## src/dfa_pkg.sv

```systemverilog
// Package: constants, opcodes and the table entry type of the DFA recognizer
`timescale 1ns / 1ps

package dfa_pkg;

    // Table geometry
    localparam int MAX_STATES = 16;
    localparam int IDX_W      = $clog2(MAX_STATES);
    localparam int CNT_W      = $clog2(MAX_STATES + 1);

    // Opcodes of an input beat
    localparam logic [1:0] OP_WRITE = 2'd0;
    localparam logic [1:0] OP_BEGIN = 2'd1;
    localparam logic [1:0] OP_SYM   = 2'd2;
    localparam logic [1:0] OP_END   = 2'd3;

    // Character codes
    localparam logic [7:0] KIND_INITIAL = 8'h3E; // '>'
    localparam logic [7:0] KIND_ACCEPT  = 8'h2B; // '+'
    localparam logic [7:0] SYM_ZERO     = 8'h30; // '0'
    localparam logic [7:0] SYM_ONE      = 8'h31; // '1'
    localparam logic [7:0] SYM_EMPTY    = 8'h45; // 'E'

    // One table entry as stored in the memory
    typedef struct packed {
        logic [7:0] kind;
        logic [7:0] name;
        logic [7:0] next_zero;
        logic [7:0] next_one;
    } t_entry;

    localparam int ENTRY_W = $bits(t_entry);

endpackage

```

## src/dfa_table_ram.sv

```systemverilog
// Generic single-port-write, single-port-read RAM with registered read data
`timescale 1ns / 1ps

module dfa_table_ram #(
    parameter int DATA_W = 32,
    parameter int DEPTH  = 16,
    parameter int ADDR_W = $clog2(DEPTH)
) (
    input  logic              i_clk,
    input  logic              i_wr_en,
    input  logic [ADDR_W-1:0] i_wr_addr,
    input  logic [DATA_W-1:0] i_wr_data,
    input  logic              i_rd_en,
    input  logic [ADDR_W-1:0] i_rd_addr,
    output logic [DATA_W-1:0] o_rd_data
);

    logic [DATA_W-1:0] r_mem [DEPTH];
    logic [DATA_W-1:0] r_rd_data;

    // Write port
    always_ff @(posedge i_clk) begin
        if (i_wr_en) begin
            r_mem[i_wr_addr] <= i_wr_data;
        end
    end

    // Read port, registered
    always_ff @(posedge i_clk) begin
        if (i_rd_en) begin
            r_rd_data <= r_mem[i_rd_addr];
        end
    end

    assign o_rd_data = r_rd_data;

endmodule

```

## src/binary_dfa_recognizer_core.sv

```systemverilog
// Top level: table-driven binary DFA recognizer with a sequenced table search
`timescale 1ns / 1ps
// Table write, and a symbol that needs no lookup: handled in IDLE, the next beat may follow at once.
// Begin and other symbol beats: a table search over n = min(num_states, 16) entries; the search
// reads one table entry per cycle from the entry memory's read port, stopping at a hit.
// End beat: after the search the result waits in HOLD and is registered once the output register
// has room; input is free again on that load. Reset clears control state, num_states and
// the current name; the table memory is not cleared and must be written before use.

module binary_dfa_recognizer_core (
    input  logic       i_clk,
    input  logic       i_rst_n,
    // configuration write channel
    input  logic       i_cfg_valid,
    output logic       o_cfg_ready,
    input  logic [4:0] i_cfg_data,
    // input channel
    input  logic       i_in_valid,
    output logic       o_in_ready,
    input  logic [1:0] i_opcode,
    input  logic [3:0] i_entry_index,
    input  logic [7:0] i_entry_kind,
    input  logic [7:0] i_entry_name,
    input  logic [7:0] i_entry_next_zero,
    input  logic [7:0] i_entry_next_one,
    input  logic [7:0] i_symbol,
    // output channel
    output logic       o_out_valid,
    input  logic       i_out_ready,
    output logic       o_accepted,
    output logic       o_final_found,
    output logic [7:0] o_final_name,
    output logic       o_empty_string
);

    typedef enum logic [1:0] {
        S_IDLE,
        S_SEARCH,
        S_HOLD
    } t_state;

    t_state r_state;

    // control and string state
    logic [4:0]                r_num;
    logic [1:0]                r_op;
    logic [7:0]                r_sym;
    logic [dfa_pkg::CNT_W-1:0] r_issue;
    logic                      r_rd_pend;
    logic [7:0]                r_cur;
    logic                      r_stuck;
    logic                      r_seen;
    logic                      r_empty;
    logic                      r_res_acc;
    logic                      r_res_found;

    // output register
    logic       r_out_valid;
    logic       r_accepted;
    logic       r_final_found;
    logic [7:0] r_final_name;
    logic       r_empty_string;

    logic                      w_in_acc;
    logic                      w_wr_en;
    logic                      w_issue;
    logic                      w_match;
    logic                      w_miss;
    logic                      w_out_free;
    logic [dfa_pkg::CNT_W-1:0] w_n_eff;
    logic [dfa_pkg::ENTRY_W-1:0] w_rd_raw;
    dfa_pkg::t_entry           w_rd;
    dfa_pkg::t_entry           w_wr;

    assign o_cfg_ready = 1'b1;
    assign o_in_ready  = (r_state == S_IDLE);
    assign w_in_acc    = i_in_valid && o_in_ready;
    assign w_out_free  = !r_out_valid || i_out_ready;

    // entries in use, clamped to the table depth
    always_comb begin
        if (32'(r_num) > dfa_pkg::MAX_STATES) begin
            w_n_eff = dfa_pkg::CNT_W'(dfa_pkg::MAX_STATES);
        end else begin
            w_n_eff = dfa_pkg::CNT_W'(r_num);
        end
    end

    // table write straight from an accepted write beat
    assign w_wr_en = w_in_acc && (i_opcode == dfa_pkg::OP_WRITE)
                     && (32'(i_entry_index) < dfa_pkg::MAX_STATES);
    assign w_wr.kind      = i_entry_kind;
    assign w_wr.name      = i_entry_name;
    assign w_wr.next_zero = i_entry_next_zero;
    assign w_wr.next_one  = i_entry_next_one;

    // search: issue one read per cycle, compare the entry read last cycle
    assign w_issue = (r_state == S_SEARCH) && (r_issue < w_n_eff);
    assign w_rd    = dfa_pkg::t_entry'(w_rd_raw);

    always_comb begin
        if (r_op == dfa_pkg::OP_BEGIN) begin
            w_match = r_rd_pend && ((w_rd.kind == dfa_pkg::KIND_INITIAL)
                                    || (w_rd.kind == dfa_pkg::KIND_ACCEPT));
        end else begin
            w_match = r_rd_pend && (w_rd.name == r_cur);
        end
    end

    assign w_miss = !w_match && (r_issue >= w_n_eff);

    dfa_table_ram #(
        .DATA_W (dfa_pkg::ENTRY_W),
        .DEPTH  (dfa_pkg::MAX_STATES)
    ) u_table (
        .i_clk     (i_clk),
        .i_wr_en   (w_wr_en),
        .i_wr_addr (dfa_pkg::IDX_W'(i_entry_index)),
        .i_wr_data (w_wr),
        .i_rd_en   (w_issue),
        .i_rd_addr (r_issue[dfa_pkg::IDX_W-1:0]),
        .o_rd_data (w_rd_raw)
    );

    // sequencer, string state and output register
    always_ff @(posedge i_clk) begin
        if (!i_rst_n) begin
            r_state     <= S_IDLE;
            r_num       <= '0;
            r_cur       <= '0;
            r_stuck     <= 1'b0;
            r_seen      <= 1'b0;
            r_empty     <= 1'b0;
            r_rd_pend   <= 1'b0;
            r_issue     <= '0;
            r_out_valid <= 1'b0;
        end else begin
            if (i_cfg_valid) begin
                r_num <= i_cfg_data;
            end

            // beat taken by the sink; in HOLD the register is reloaded instead
            if (r_out_valid && i_out_ready && (r_state != S_HOLD)) begin
                r_out_valid <= 1'b0;
            end

            unique case (r_state)
                S_IDLE: begin
                    if (w_in_acc) begin
                        r_op      <= i_opcode;
                        r_sym     <= i_symbol;
                        r_issue   <= '0;
                        r_rd_pend <= 1'b0;
                        unique case (i_opcode)
                            dfa_pkg::OP_WRITE: begin
                                r_state <= S_IDLE;
                            end
                            dfa_pkg::OP_BEGIN: begin
                                r_state <= S_SEARCH;
                            end
                            dfa_pkg::OP_SYM: begin
                                // empty-string and stuck cases need no search
                                priority if (r_empty) begin
                                    r_state <= S_IDLE;
                                end else if (!r_seen && i_symbol == dfa_pkg::SYM_EMPTY) begin
                                    r_seen  <= 1'b1;
                                    r_empty <= 1'b1;
                                    r_state <= S_IDLE;
                                end else if (r_stuck) begin
                                    r_seen  <= 1'b1;
                                    r_state <= S_IDLE;
                                end else begin
                                    r_seen  <= 1'b1;
                                    r_state <= S_SEARCH;
                                end
                            end
                            dfa_pkg::OP_END: begin
                                r_state <= S_SEARCH;
                            end
                            default: begin
                                r_state <= S_IDLE;
                            end
                        endcase
                    end
                end

                S_SEARCH: begin
                    r_rd_pend <= w_issue;
                    if (w_issue) begin
                        r_issue <= r_issue + 1'b1;
                    end
                    if (w_match || w_miss) begin
                        unique case (r_op)
                            dfa_pkg::OP_BEGIN: begin
                                r_cur   <= w_match ? w_rd.name : 8'h00;
                                r_stuck <= 1'b0;
                                r_seen  <= 1'b0;
                                r_empty <= 1'b0;
                                r_state <= S_IDLE;
                            end
                            dfa_pkg::OP_SYM: begin
                                r_state <= S_IDLE;
                                if (w_miss) begin
                                    r_stuck <= 1'b1;
                                end else if (r_sym == dfa_pkg::SYM_ZERO) begin
                                    r_cur <= w_rd.next_zero;
                                end else if (r_sym == dfa_pkg::SYM_ONE) begin
                                    r_cur <= w_rd.next_one;
                                end
                            end
                            dfa_pkg::OP_END: begin
                                r_res_found <= w_match;
                                r_res_acc   <= w_match && (w_rd.kind == dfa_pkg::KIND_ACCEPT);
                                r_state     <= S_HOLD;
                            end
                            default: begin
                                r_state <= S_IDLE;
                            end
                        endcase
                    end
                end

                S_HOLD: begin
                    // wait for room in the output register
                    if (w_out_free) begin
                        r_out_valid    <= 1'b1;
                        r_accepted     <= r_res_acc;
                        r_final_found  <= r_res_found;
                        r_final_name   <= r_cur;
                        r_empty_string <= r_empty;
                        r_state        <= S_IDLE;
                    end
                end

                default: begin
                    r_state <= S_IDLE;
                end
            endcase
        end
    end

    assign o_out_valid    = r_out_valid;
    assign o_accepted     = r_accepted;
    assign o_final_found  = r_final_found;
    assign o_final_name   = r_final_name;
    assign o_empty_string = r_empty_string;

endmodule

```

## config.mk

```make
export PLATFORM = sky130hd
export DESIGN_NAME = binary_dfa_recognizer_core
export DESIGN_NICKNAME = d
export VERILOG_FILES = /design/src/dfa_pkg.sv /design/src/dfa_table_ram.sv /design/src/binary_dfa_recognizer_core.sv
export SDC_FILE = /design/constraint.sdc
export NUM_CORES = 1
export LEC_CHECK = 0
export ABC_AREA = 0
export BUFFER_PORTS_ARGS = -buffer_cell sky130_fd_sc_hd__clkbuf_2
export CORE_MARGIN = 1.5
export CORE_UTILIZATION = 55
export CTS_BUF_LIST = sky130_fd_sc_hd__clkbuf_4 sky130_fd_sc_hd__clkbuf_8
export DETAILED_ROUTE_END_ITERATION = 6
export PLACE_DENSITY = 0.7
export SLEW_MARGIN = 20
export SYNTH_ARGS = -nofsm -noshare
export SYNTH_HDL_FRONTEND = slang
export SYNTH_HIERARCHICAL = 1
export SYNTH_SLANG_ARGS = --single-unit
```

## constraint.sdc

```tcl
create_clock -name i_clk -period 6.4 [get_ports i_clk]
set_input_delay 1.28 -clock i_clk [delete_from_list [all_inputs] [get_ports i_clk]]
set_output_delay 1.28 -clock i_clk [all_outputs]
set_load 0.005 [all_outputs]
```

=== Word level (Yosys, flattened, before mapping) ===
Memories as Yosys holds them, arrays and structs flattened. A register that Yosys moved wholly into a read port is not among the register bits.
Index checks and enable logic that the tools add are counted.

* Register bits after elaboration: 48
* Bits in latches: 0
* RAM bits: 512
* Memory bits (read-only): 0
* Input bits: 56
* Output and inout port bits: 14
* Logic and storage cells: 117
* Memories: 1

{| class="wikitable"
|+ Memories
! memory !! depth !! bits a word !! read ports !! clocked after memory_dff !! wr ports !! RTL line !! source
|-
| u_table.r_mem || 16 || 32 || 1 || 1 || 1 || dfa_table_ram.sv:18 || <nowiki>logic [DATA_W-1:0] r_mem [DEPTH];</nowiki>
|}

* Add/sub/neg operators: 1
* Multipliers: 0
* Divide/modulo/power cells: 0
* Order comparisons: 3
* Eq/ne operators: 25
* Shifts and indexed selects: 0
* Mux-type cells: 39
* Bitwise operators: 0
* Reduce and logical (&&, ||, !) cells: 31

{| class="wikitable"
|+ Operator list
! cell !! number
|-
| $eq A8 B6 Y1 const B || 4
|-
| $mux W8 || 4
|-
| $mux W1 || 20
|-
| $pmux W8 S2 || 1
|-
| $mux W5 || 3
|-
| $pmux W2 S3 || 2
|-
| $reduce_and A3 Y1 || 4
|-
| $eq A2 B2 Y1 const B || 5
|-
| $logic_and A1 B1 Y1 || 10
|-
| $ne A2 B1 Y1 const B || 5
|-
| $ne A2 B2 Y1 const B || 5
|-
| $pmux W5 S2 || 1
|-
| $reduce_and A5 Y1 || 2
|-
| $eq A8 B7 Y1 const B || 1
|-
| $eq A8 B8 Y1 || 1
|-
| $mux W2 || 4
|-
| $pmux W1 S2 || 4
|-
| $reduce_and A4 Y1 || 2
|-
| $eq A2 B1 Y1 const B || 3
|-
| $reduce_and A6 Y1 || 1
|-
| $add A5 B1 Y5 const B || 1
|-
| $ge A5 B5 Y1 || 1
|-
| $gt A5 B5 Y1 const B || 1
|-
| $lt A5 B5 Y1 || 1
|-
| other kinds (7) || 13
|}

=== Longest topological paths before layout ===
Gate-level depths: netlist (run 1).

* Word-level depth: 9
* Gate-level depth with buffers: 9
* Gate-level depth less buffers: 8

=== Cells and area by module ===
Netlist (run 1), hierarchy kept.

{| class="wikitable"
|+ By module, submodules not included
! module !! times used !! cells each !! area an instance (µm²) !! sequential area each (µm²)
|-
| dfa_table_ram || 1 || 838 || 20,155.6 || 16,335.7
|-
| binary_dfa_recognizer_core || 1 || 242 || 2,509.9 || 1,191.1
|}

=== Least setup slack after synthesis (run 1) ===
OpenSTA, ideal clock, no wires.

* Path kind: input to register
* From: input i_in_valid
* To: memory u_table.r_mem[0][0], enable pin
* Library setup time: 0.461 ns
* Data arrival time: 4.399 ns
* Setup slack: 1.539 ns
* Stages on the path: 4
* Cell sequence: nand2_1 > nor3_1 > or3b_2 > nor3_1

* Word-level cells in the longest chain between the ends: 4

{| class="wikitable"
|+ Ends and longest elaborated chain
! item !! RTL line !! source
|-
| from (decl) || binary_dfa_recognizer_core.sv:18 || <nowiki>input logic i_in_valid,</nowiki>
|-
| $logic_and A1 B1 Y1 || binary_dfa_recognizer_core.sv:77 || <nowiki>assign w_in_acc = i_in_valid && o_in_ready;</nowiki>
|-
| $logic_and A1 B1 Y1 || binary_dfa_recognizer_core.sv:90 || <nowiki>assign w_wr_en = w_in_acc && (i_opcode == dfa_pkg::OP_WRITE)</nowiki>
|-
| net w_wr_en || binary_dfa_recognizer_core.sv:65 || <nowiki>logic w_wr_en;</nowiki>
|-
| $mux W1 || dfa_table_ram.sv:23 || <nowiki>if (i_wr_en) begin</nowiki>
|-
| $mux W1 (not written as such) || dfa_table_ram.sv:24 || <nowiki>r_mem[i_wr_addr] <= i_wr_data;</nowiki>
|-
| to (decl) || dfa_table_ram.sv:18 ||
|}

The timed path passes the listed nets, and every way through them passes these cells.

=== Final worst setup path (run 1) ===
* From: input i_in_valid
* To: memory u_table.r_mem[4][11], enable pin

The elaborated chain is that of the path after synthesis.

==> results of run 1 <==
## worst paths after layout
| kind | to |
|---|---|
| worst max-delay path | u_table/r_mem[4][11]$_DFFE_PP_ |
| worst max register to register | u_table/r_mem[4][11]$_DFFE_PP_ |
| worst min register to register | o_accepted$_DFFE_PP_ |
| worst min-delay path | o_accepted$_DFFE_PP_ |
## through the flow
stage          power (mW)  worst slack, ns  instances  hold slack [ns]
6_report            7.749            2.938       1831           0.4243
5_1_grt             7.998            2.810       1829           0.4271
4_1_cts             7.816            3.005       1827           0.4269
3_5_place_dp        4.639            2.357       1653           0.4119
3_3_place_gp        4.632            2.359       1653           0.4031
2_1_floorplan       4.527            1.539       1080           0.4003
## state kept, by name, indices dropped and copies added, names as in the netlist
| signal | cells |
|---|---|
| o_accepted | 1 |
| o_empty_string | 1 |
| o_final_found | 1 |
| o_final_name | 8 |
| o_out_valid | 1 |
| r_cur | 8 |
| r_empty | 1 |
| r_issue | 5 |
| r_num | 5 |
| r_op | 2 |
| r_rd_pend | 1 |
| r_res_acc | 1 |
| r_res_found | 1 |
| r_seen | 1 |
| r_state | 2 |
| r_stuck | 1 |
| r_sym | 8 |
| u_table/o_rd_data | 32 |
| u_table/r_mem | 512 |
## cell families (layout without fill, tap and decap cells)
kind of cell,after synthesis,in the layout,synth area share (%)
XOR/XNOR,11,11,0.4251
adder cells (fa/ha/maj),6,6,0.3312
AO/OA/AOI/OAI,130,130,4.565
flip-flops,592,592,77.33
AND/OR/NAND/NOR,142,142,3.042
other,1,3,0.01654
buffers and inverters,63,280,1.264
multiplexers,135,135,13.03
## power groups by stage
stage / registers, mW / clock network (mW) / logic (mW)
floorplan: 4.37 / 0 / 0.159
detailed placement: 4.38 / 0 / 0.254
global route: 4.31 / 3.42 / 0.275
CTS: 4.30 / 3.26 / 0.255
finish: 4.30 / 3.19 / 0.252
global placement: 4.38 / 0 / 0.249
## area by class of cell
cell class	count	area share, %
Timing Repair Buffer	95	2.312
Inverter	11	0.1603
Multi-Input combinational cell	425	19.44
Clock inverter	44	1.243
Sequential cell	592	68.07
Clock buffer	130	6.169
Tap cell	532	2.584
Antenna cell	2	0.01943
## worst register-to-register path: cells and delay by family (launching register included)
kind | cells | cell delay, ns
DFF | 1 | 0.36
and+or+nand+nor | 5 | 2.44
buffers and inverters | 1 | 0.32
## per-layer routing
layer	global-route usage (%)	vias to the layer above	share of wire, %
met2	36.40	448	48
met5	0	-	0
met4	7.376	0	2.2
met1	33.32	5914	43
li1	-	4845	-
met3	4.557	80	6.9
## placed cells by master (no fill, tap or decap), drive strengths merged, types with 3 or more instances in the layout
cell    Yosys  layout
a211oi      3       3
a21oi      18      18
a221oi      8       8
a22oi      64      64
a41oi       8       8
buf        30      27
bufinv      0       3
clkbuf     22     198
clkinv      0      36
dfxtp      25      25
edfxtp    567     567
ha          6       6
inv        11      14
mux2i       7       7
mux4      128     128
nand2      47      47
nand2b      5       5
nand3       4       4
nand3b      3       3
nand4      13      13
nor2       41      41
nor2b       7       7
nor3        7       7
nor3b       3       3
o21ai       6       6
o31ai      10      10
xnor2      11      11
==> summary.md, run 1 <==
| Metric | Value |
|---|---|
| Outcome | `complete, no violations` |
| Synth async-reset ratio | `0%` |
| Die Area | `42,440 sq um` |
| Largest net degree at the start of global routing | `60` |
| Layout cells sized above 1 | `32.38%` |
| DP HPWL | `27,000 um` |
| Critical path depth in cells | `6` |
| DIE HEIGHT | `just over 200 um` |
| Setup violators final | `0` |
| Max_slew headroom | `25.34%` |
| Critical Path Sink Type | `flip-flop` |
| Filler cell count | `2,801` |
| Clock Sinks | `just under 600` |
| Cell Chain, Critical Path | `clkbuf_2 -> nand2_1 -> nor3_1 -> nand3b_1 -> nor3_2 -> buf_12` |
| Crit path from | `i_in_valid` |
| Syn Area/Cell | `20.99 sq um` |
| First DRT Iteration DRCs | `1,189` |
| # hold bufs at CTS | `0` |
| P_leak | `between 8 and 9 nW` |
| CP Launch Type | `input port` |
| Site Rows | `74` |
| RePlAce Congestion | `0.8403` |
| # IOs | `70` |
| Clock Latency Late Sink | `0.67 ns` |
| Yosys warns | `6` |
| HP Start | `r_res_acc$_DFFE_PP_` |
| Worst slew pin tran | `1.117 ns` |
| Final hold violations | `0` |
| Synth Instances | `between 1,000 and 1,500` |
| Number of synthesized flops with an enable pin | `567` |
| Die W | `206 um` |
| Clk pin slew, worst setup/hold paths | `0.06 ns` |
| R2R depth | `6` |
| Internal Dissipation | `6.122 mW` |
| Critical path buffers and inverters | `2` |
| Clk_skew | `0.04187 ns` |
| Top Family by Delay on Critical Path | `simple AND/OR/NAND/NOR gates` |
| Non-Filler Cell Area, Final | `about 26,000 sq um` |
| Worst Path Arrival | `~3.8 ns` |
| Antenna violations before repair | `1` |
| Post-CTS setup buffers | `0` |
| Gr usage total | `23.21%` |
| Hold Path Class | `reg2reg` |
| Vias in the first global route | `11,492` |
| Core area | `roughly 41,000 sq um` |
| Synth area leader | `edfxtp_1` |
| CTS tree | `yes` |
| Detailed-route via count | `11,287` |
| Fmax | `288.8 MHz` |
| Power Dens Cells | `300.8 nW/um^2` |
| Max-cap viol count | `0` |
| Most instantiated library cell after synthesis | `edfxtp_1` |
| Reg2reg start | `r_state[0]$_SDFFE_PN0P_` |
| Top_reg_cell synth | `edfxtp_1` |
| First-pass GRT wire length | `a little over 70,000 um` |
| Yosys top cell area share | `about three quarters` |
| Routed WL per cell | `about 26 um` |
| Sequential share of power | `between 50% and 60%` |
| H-tree Lvls | `3` |
| IO Port Bufs | `68` |
| Nets | `1,281` |
| Synth top cells by count | `567 x edfxtp_1, 128 x mux4_2, 64 x a22oi_1` |
| Slew Viols, Final | `0` |
| Post-synthesis sequential area ratio | `77.33%` |
| Max clock buf depth | `3` |
| Setup TNS | `0 ns` |
| Comb pwr share | `3.2%` |
| Netlist cell types | `54` |
| CP Class | `in2reg` |
| Grt total ovfl | `0` |
| NetSw | `1.627 mW` |
| Clock buffer count from CTS | `94` |
| Multi-input gate area | `5009 sq um` |
| FF+latch area | `17,530 sq um` |
| Worst Hold Depth | `0` |
| Detailed-route DRC error count | `0` |
| Synth Register Bits | `between 500 and 600` |
| Final wirelength | `approximately 47,000 um` |
| Fin util | `63.23%` |
| Mapped cell area | `around 23,000 sq um` |
| Post-cts resize count | `0` |
| P&R area growth vs syn | `13.65%` |
| Dpl cell area | `23,780 sq um` |
| Detailed-route vias per instance | `6.164` |
| Critical Path RT | `6.72 ns` |
| Syn Nets | `1,142` |
| Starting Density | `55.64%` |
| Flop2flop setup slack | `2.95 ns` |
| Root buffer cell | `clkbuf_8` |
| Minimum clock period after layout | `3.462 ns` |
| Clock power share | `41.2%` |
| Sw Ratio | `between 20% and 30%` |
| Post-route ant nets | `0` |
| Pre-Repair DR Iteration Count | `5` |
| CP max-delay cell | `nor3_2` |
| Top post-synthesis cells by area | `edfxtp_1 75%, mux4_2 13%, dfxtp_1 2.2%` |
| CP peak stage delay | `0.88 ns` |
| Max VDD drop | `0.2245 mV` |
| Crit share post-route | `54.10%` |
| Crit Path Max Fanout | `25` |
| RSZ-0062 raised after global routing | `false` |
Note: power is estimated with default switching activity, not from simulation.
==> inputs of run 2 (changes only) <==
--- a/config.mk
+++ b/config.mk
@@ -5,13 +5,13 @@
 export SDC_FILE = /design/constraint.sdc
 export NUM_CORES = 1
 export LEC_CHECK = 0
-export ABC_AREA = 0
+export ABC_AREA = 1
 export BUFFER_PORTS_ARGS = -buffer_cell sky130_fd_sc_hd__clkbuf_2
 export CORE_MARGIN = 1.5
 export CORE_UTILIZATION = 55
 export CTS_BUF_LIST = sky130_fd_sc_hd__clkbuf_4 sky130_fd_sc_hd__clkbuf_8
 export DETAILED_ROUTE_END_ITERATION = 6
-export PLACE_DENSITY = 0.7
+export PLACE_DENSITY = 0.72
 export SLEW_MARGIN = 20
 export SYNTH_ARGS = -nofsm -noshare
 export SYNTH_HDL_FRONTEND = slang
==> constraint.sdc (replaced) <==
create_clock -name i_clk -period 2.95 [get_ports i_clk]
set_input_delay 0.59 -clock i_clk [delete_from_list [all_inputs] [get_ports i_clk]]
set_output_delay 0.59 -clock i_clk [all_outputs]
set_load 0.005 [all_outputs]
==> run 2 against run 1 <==
Effect of this change:
- first-iteration DRC count is 33% higher
- clock skew down 0.011 ns
- clock power increased by 110%
- global-route usage up 1.8 points
- die area rose by 13%
- hold slack worse by 0.29 ns
- sequential cell count stayed put
- synthesized area is 13% higher
- critical path type is now reg2reg
- highest routed layer unchanged
==> summary.md, run 2 <==
| Metric | Value |
|---|---|
| Outcome | `complete, no violations` |
| Dpl cell area | `between 20,000 and 30,000 sq um` |
| N_diodes | `0` |
| Minimum clock period after layout | `approximately 2.3 ns` |
| Synth area leader | `edfxtp_1` |
| Sequential share of power | `54.4%` |
| Synth top cells by count | `751 x nand2_1, 567 x edfxtp_1, 448 x inv_1` |
| Max VDD drop | `0.3871 mV` |
| Root buffer cell | `clkbuf_8` |
| Layout cells sized above 1 | `11.82%` |
| Flop2flop setup slack | `0.62 ns` |
| Most flop-heavy register | `u_table/r_mem` |
| CP Class | `reg2reg` |
| Cells after DPL | `3,073` |
| Detailed-route vias per instance | `5.311` |
| Vias in the first global route | `roughly 17,000` |
| DIE HEIGHT | `roughly 220 um` |
| Post-route insts no fill | `3,248` |
| Syn Area/Cell | `10.42 sq um` |
| Nets | `between 2,000 and 3,000` |
| Syn Nets | `roughly 2,500` |
| Max-cap viol count | `0` |
| DP HPWL | `~34,000 um` |
| Setup TNS | `0 ns` |
| Routed WL per cell | `17.88 um` |
| Slew Viols, Final | `0` |
| Clock power share | `39.7%` |
| NetSw | `3.900 mW` |
| Yosys top cell area share | `66.34%` |
| # hold bufs at CTS | `0` |
| First-pass GRT wire length | `92,000 um` |
| Post-cts resize count | `0` |
| GR peak layer | `met2` |
| Reg2Reg Capture Point | `u_table/r_mem[5][9]$_DFFE_PP_` |
| Power Total | `roughly 17 mW` |
| Final hold violations | `0` |
| Yosys warns | `6` |
| Fmax | `428.7 MHz` |
| P&R area growth vs syn | `12.17%` |
| Clock Latency Late Sink | `between 0.6 and 0.7 ns` |
| Fin util | `63.04%` |
| Most common cell after layout, fill and taps aside | `nand2_1` |
| RePlAce Congestion | `0.9138` |
| Critical Path RT | `roughly 3.3 ns` |
| Max clock buf depth | `3` |
| Internal Dissipation | `between 10 and 15 mW` |
| Worst slew pin tran | `0.9280 ns` |
| # IOs | `70` |
| Power Dens Cells | `595.2 nW/um^2` |
| Post-synthesis sequential area ratio | `between 60% and 70%` |
| Hold endpoint | `r_sym[6]$_DFFE_PP_` |
| DP Worst Slack | `between 0.6 and 0.7 ns` |
| Mapped cell area | `25,670 sq um` |
| RSZ-0062 raised after global routing | `false` |
| Site Rows | `78` |
| Gr usage total | `25.04%` |
| Grt total ovfl | `0` |
| Number of synthesized flops with an enable pin | `around 570` |
| Crit share post-route | `79.08%` |
| Clk_skew | `0.03082 ns` |
| Pre-Repair DR Iteration Count | `6` |
| Most frequent cells in the layout | `751 x nand2_1, 567 x edfxtp_1, 447 x inv_1` |
| IO Port Bufs | `about 70` |
| Post-route ant nets | `0` |
| HP Start | `i_symbol[6]` |
| Comb pwr share | `5.9%` |
| Setup violators final | `0` |
| Max_slew headroom | `38.13%` |
| Clock buffer count from CTS | `95` |
| Reg2reg start | `r_state[1]$_SDFFE_PN0P_` |
| Non-Filler Cell Area, Final | `28,790 sq um` |
| Synth async-reset ratio | `0%` |
| Largest register FFs | `512` |
| CP Launch Type | `flip-flop` |
| Final wirelength | `58,090 um` |
| Netlist cell types | `35` |
| Hold Path Class | `in2reg` |
| Clock Sinks | `~590` |
| Worst Hold Depth | `1` |
| Top post-synthesis cells by area | `edfxtp_1 66%, nand2_1 11%, nand3_1 8.1%` |
| Critical Path Sink Type | `flip-flop` |
| Most instantiated library cell after synthesis | `nand2_1` |
| Met3 Resource Use GR | `4.047%` |
| Core area | `45,670 sq um` |
| Post-CTS setup buffers | `0` |
| Top_reg_cell synth | `edfxtp_1` |
| M2 GR Usage | `40.31%` |
| Die Area | `47,970 sq um` |
| Antenna violations before repair | `0` |
| Die W | `219.0 um` |
| Filler cell count | `~3,500` |
| Synth Instances | `2,463` |
| Clk pin slew, worst setup/hold paths | `approximately 0.060 ns` |
| Crit Path Max Fanout | `14` |
| R2R depth | `10` |
| Synth Register Bits | `just under 600` |
| First DRT Iteration DRCs | `around 1,600` |
| Setup WS post-layout | `~0.62 ns` |
| Sw Ratio | `~23%` |
| Detailed-route via count | `17,249` |
| Starting Density | `a little under three fifths` |
| P_leak | `12.20 nW` |
| Largest net degree at the start of global routing | `144` |
| Worst Path Arrival | `2.68 ns` |
| Detailed-route DRC error count | `0` |
| GR Layer Usage met1 | `34.72%` |
| Hold slack | `0.1344 ns` |
| CTS tree | `yes` |
| H-tree Lvls | `3` |
==> run 2: cell count changes in the layout (fill, tap and decap cells not counted), sizes merged, moves of 7 or more <==
cell    change
nand4       -9
nor2       +29
o31ai      -10
nand3     +409
a41oi       -8
nand2     +712
inv       +443
buf        +25
a22oi      -64
nor2b       -7
a221oi      -8
mux2i       -7
mux4      -128
==> run 2: worst max-delay path by stage <==
stage	start	to	slack, ns	cells after the start
floorplan	r_state[1]$_SDFFE_PN0P_	u_table/r_mem[12][0]$_DFFE_PP_	-0.16	7
global placement	i_in_valid	u_table/r_mem[5][7]$_DFFE_PP_	0.64	10
detailed placement	i_in_valid	u_table/r_mem[14][2]$_DFFE_PP_	0.64	10
CTS	r_state[1]$_SDFFE_PN0P_	u_table/r_mem[5][9]$_DFFE_PP_	0.64	10
global route	r_issue[2]$_SDFFE_PN0P_	u_table/o_rd_data[8]$_DFFE_PP_	0.46	9
finish	r_state[1]$_SDFFE_PN0P_	u_table/r_mem[5][9]$_DFFE_PP_	0.62	10
==> run 2: worst max-delay path, cell delays in order, from the launching register on <==
cell and delay [ns]:
dfxtp_1 0.35, nor2_1 0.27, inv_1 0.08, nor2_1 0.15
inv_1 0.13, nor3_1 0.16, buf_4 0.17, nand3b_1 0.08
buf_4 0.18, nor2_4 0.23, buf_12 0.20
==> run 2: layout make-up <==
class | instances | area (sq um) | area share (%)
Clock buffer | 130 | 1589 | 5.519
Clock inverter | 45 | 256.5 | 0.8909
Sequential cell | 592 | 17540 | 60.91
Tap cell | 600 | 750.7 | 2.607
Timing Repair Buffer | 120 | 1131 | 3.929
Multi-Input combinational cell | 1305 | 5806 | 20.16
Inverter | 456 | 1722 | 5.980
==> run 2: metal layers <==
metal | up-vias | wire, um
met5 | - | 0
met4 | 0 | 1059
met3 | 80 | 4830
met2 | 748 | 27780
met1 | 8219 | 24420
li1 | 8202 | -
==> run 2: power groups by stage <==
stage | logic, mW | registers (mW) | clock network (mW)
floorplan | 0.701 | 9.49 | 0
global placement | 0.975 | 9.50 | 0
detailed placement | 1.00 | 9.50 | 0
CTS | 1.01 | 9.33 | 6.93
global route | 1.13 | 9.33 | 7.29
finish | 1.01 | 9.33 | 6.80
==> run 2: cells by family after synthesis <==
| kind of cell | synth area share, % |
|---|---|
| DFF | 68.29 |
| and+or+nand+nor | 20.85 |
| other | 0.01461 |
| buffers and inverters | 9.564 |
| xor gates and xnor gates | 0.2047 |
| adders and majority gates | 0.2925 |
| AOI/OAI and AO/OA | 0.7849 |
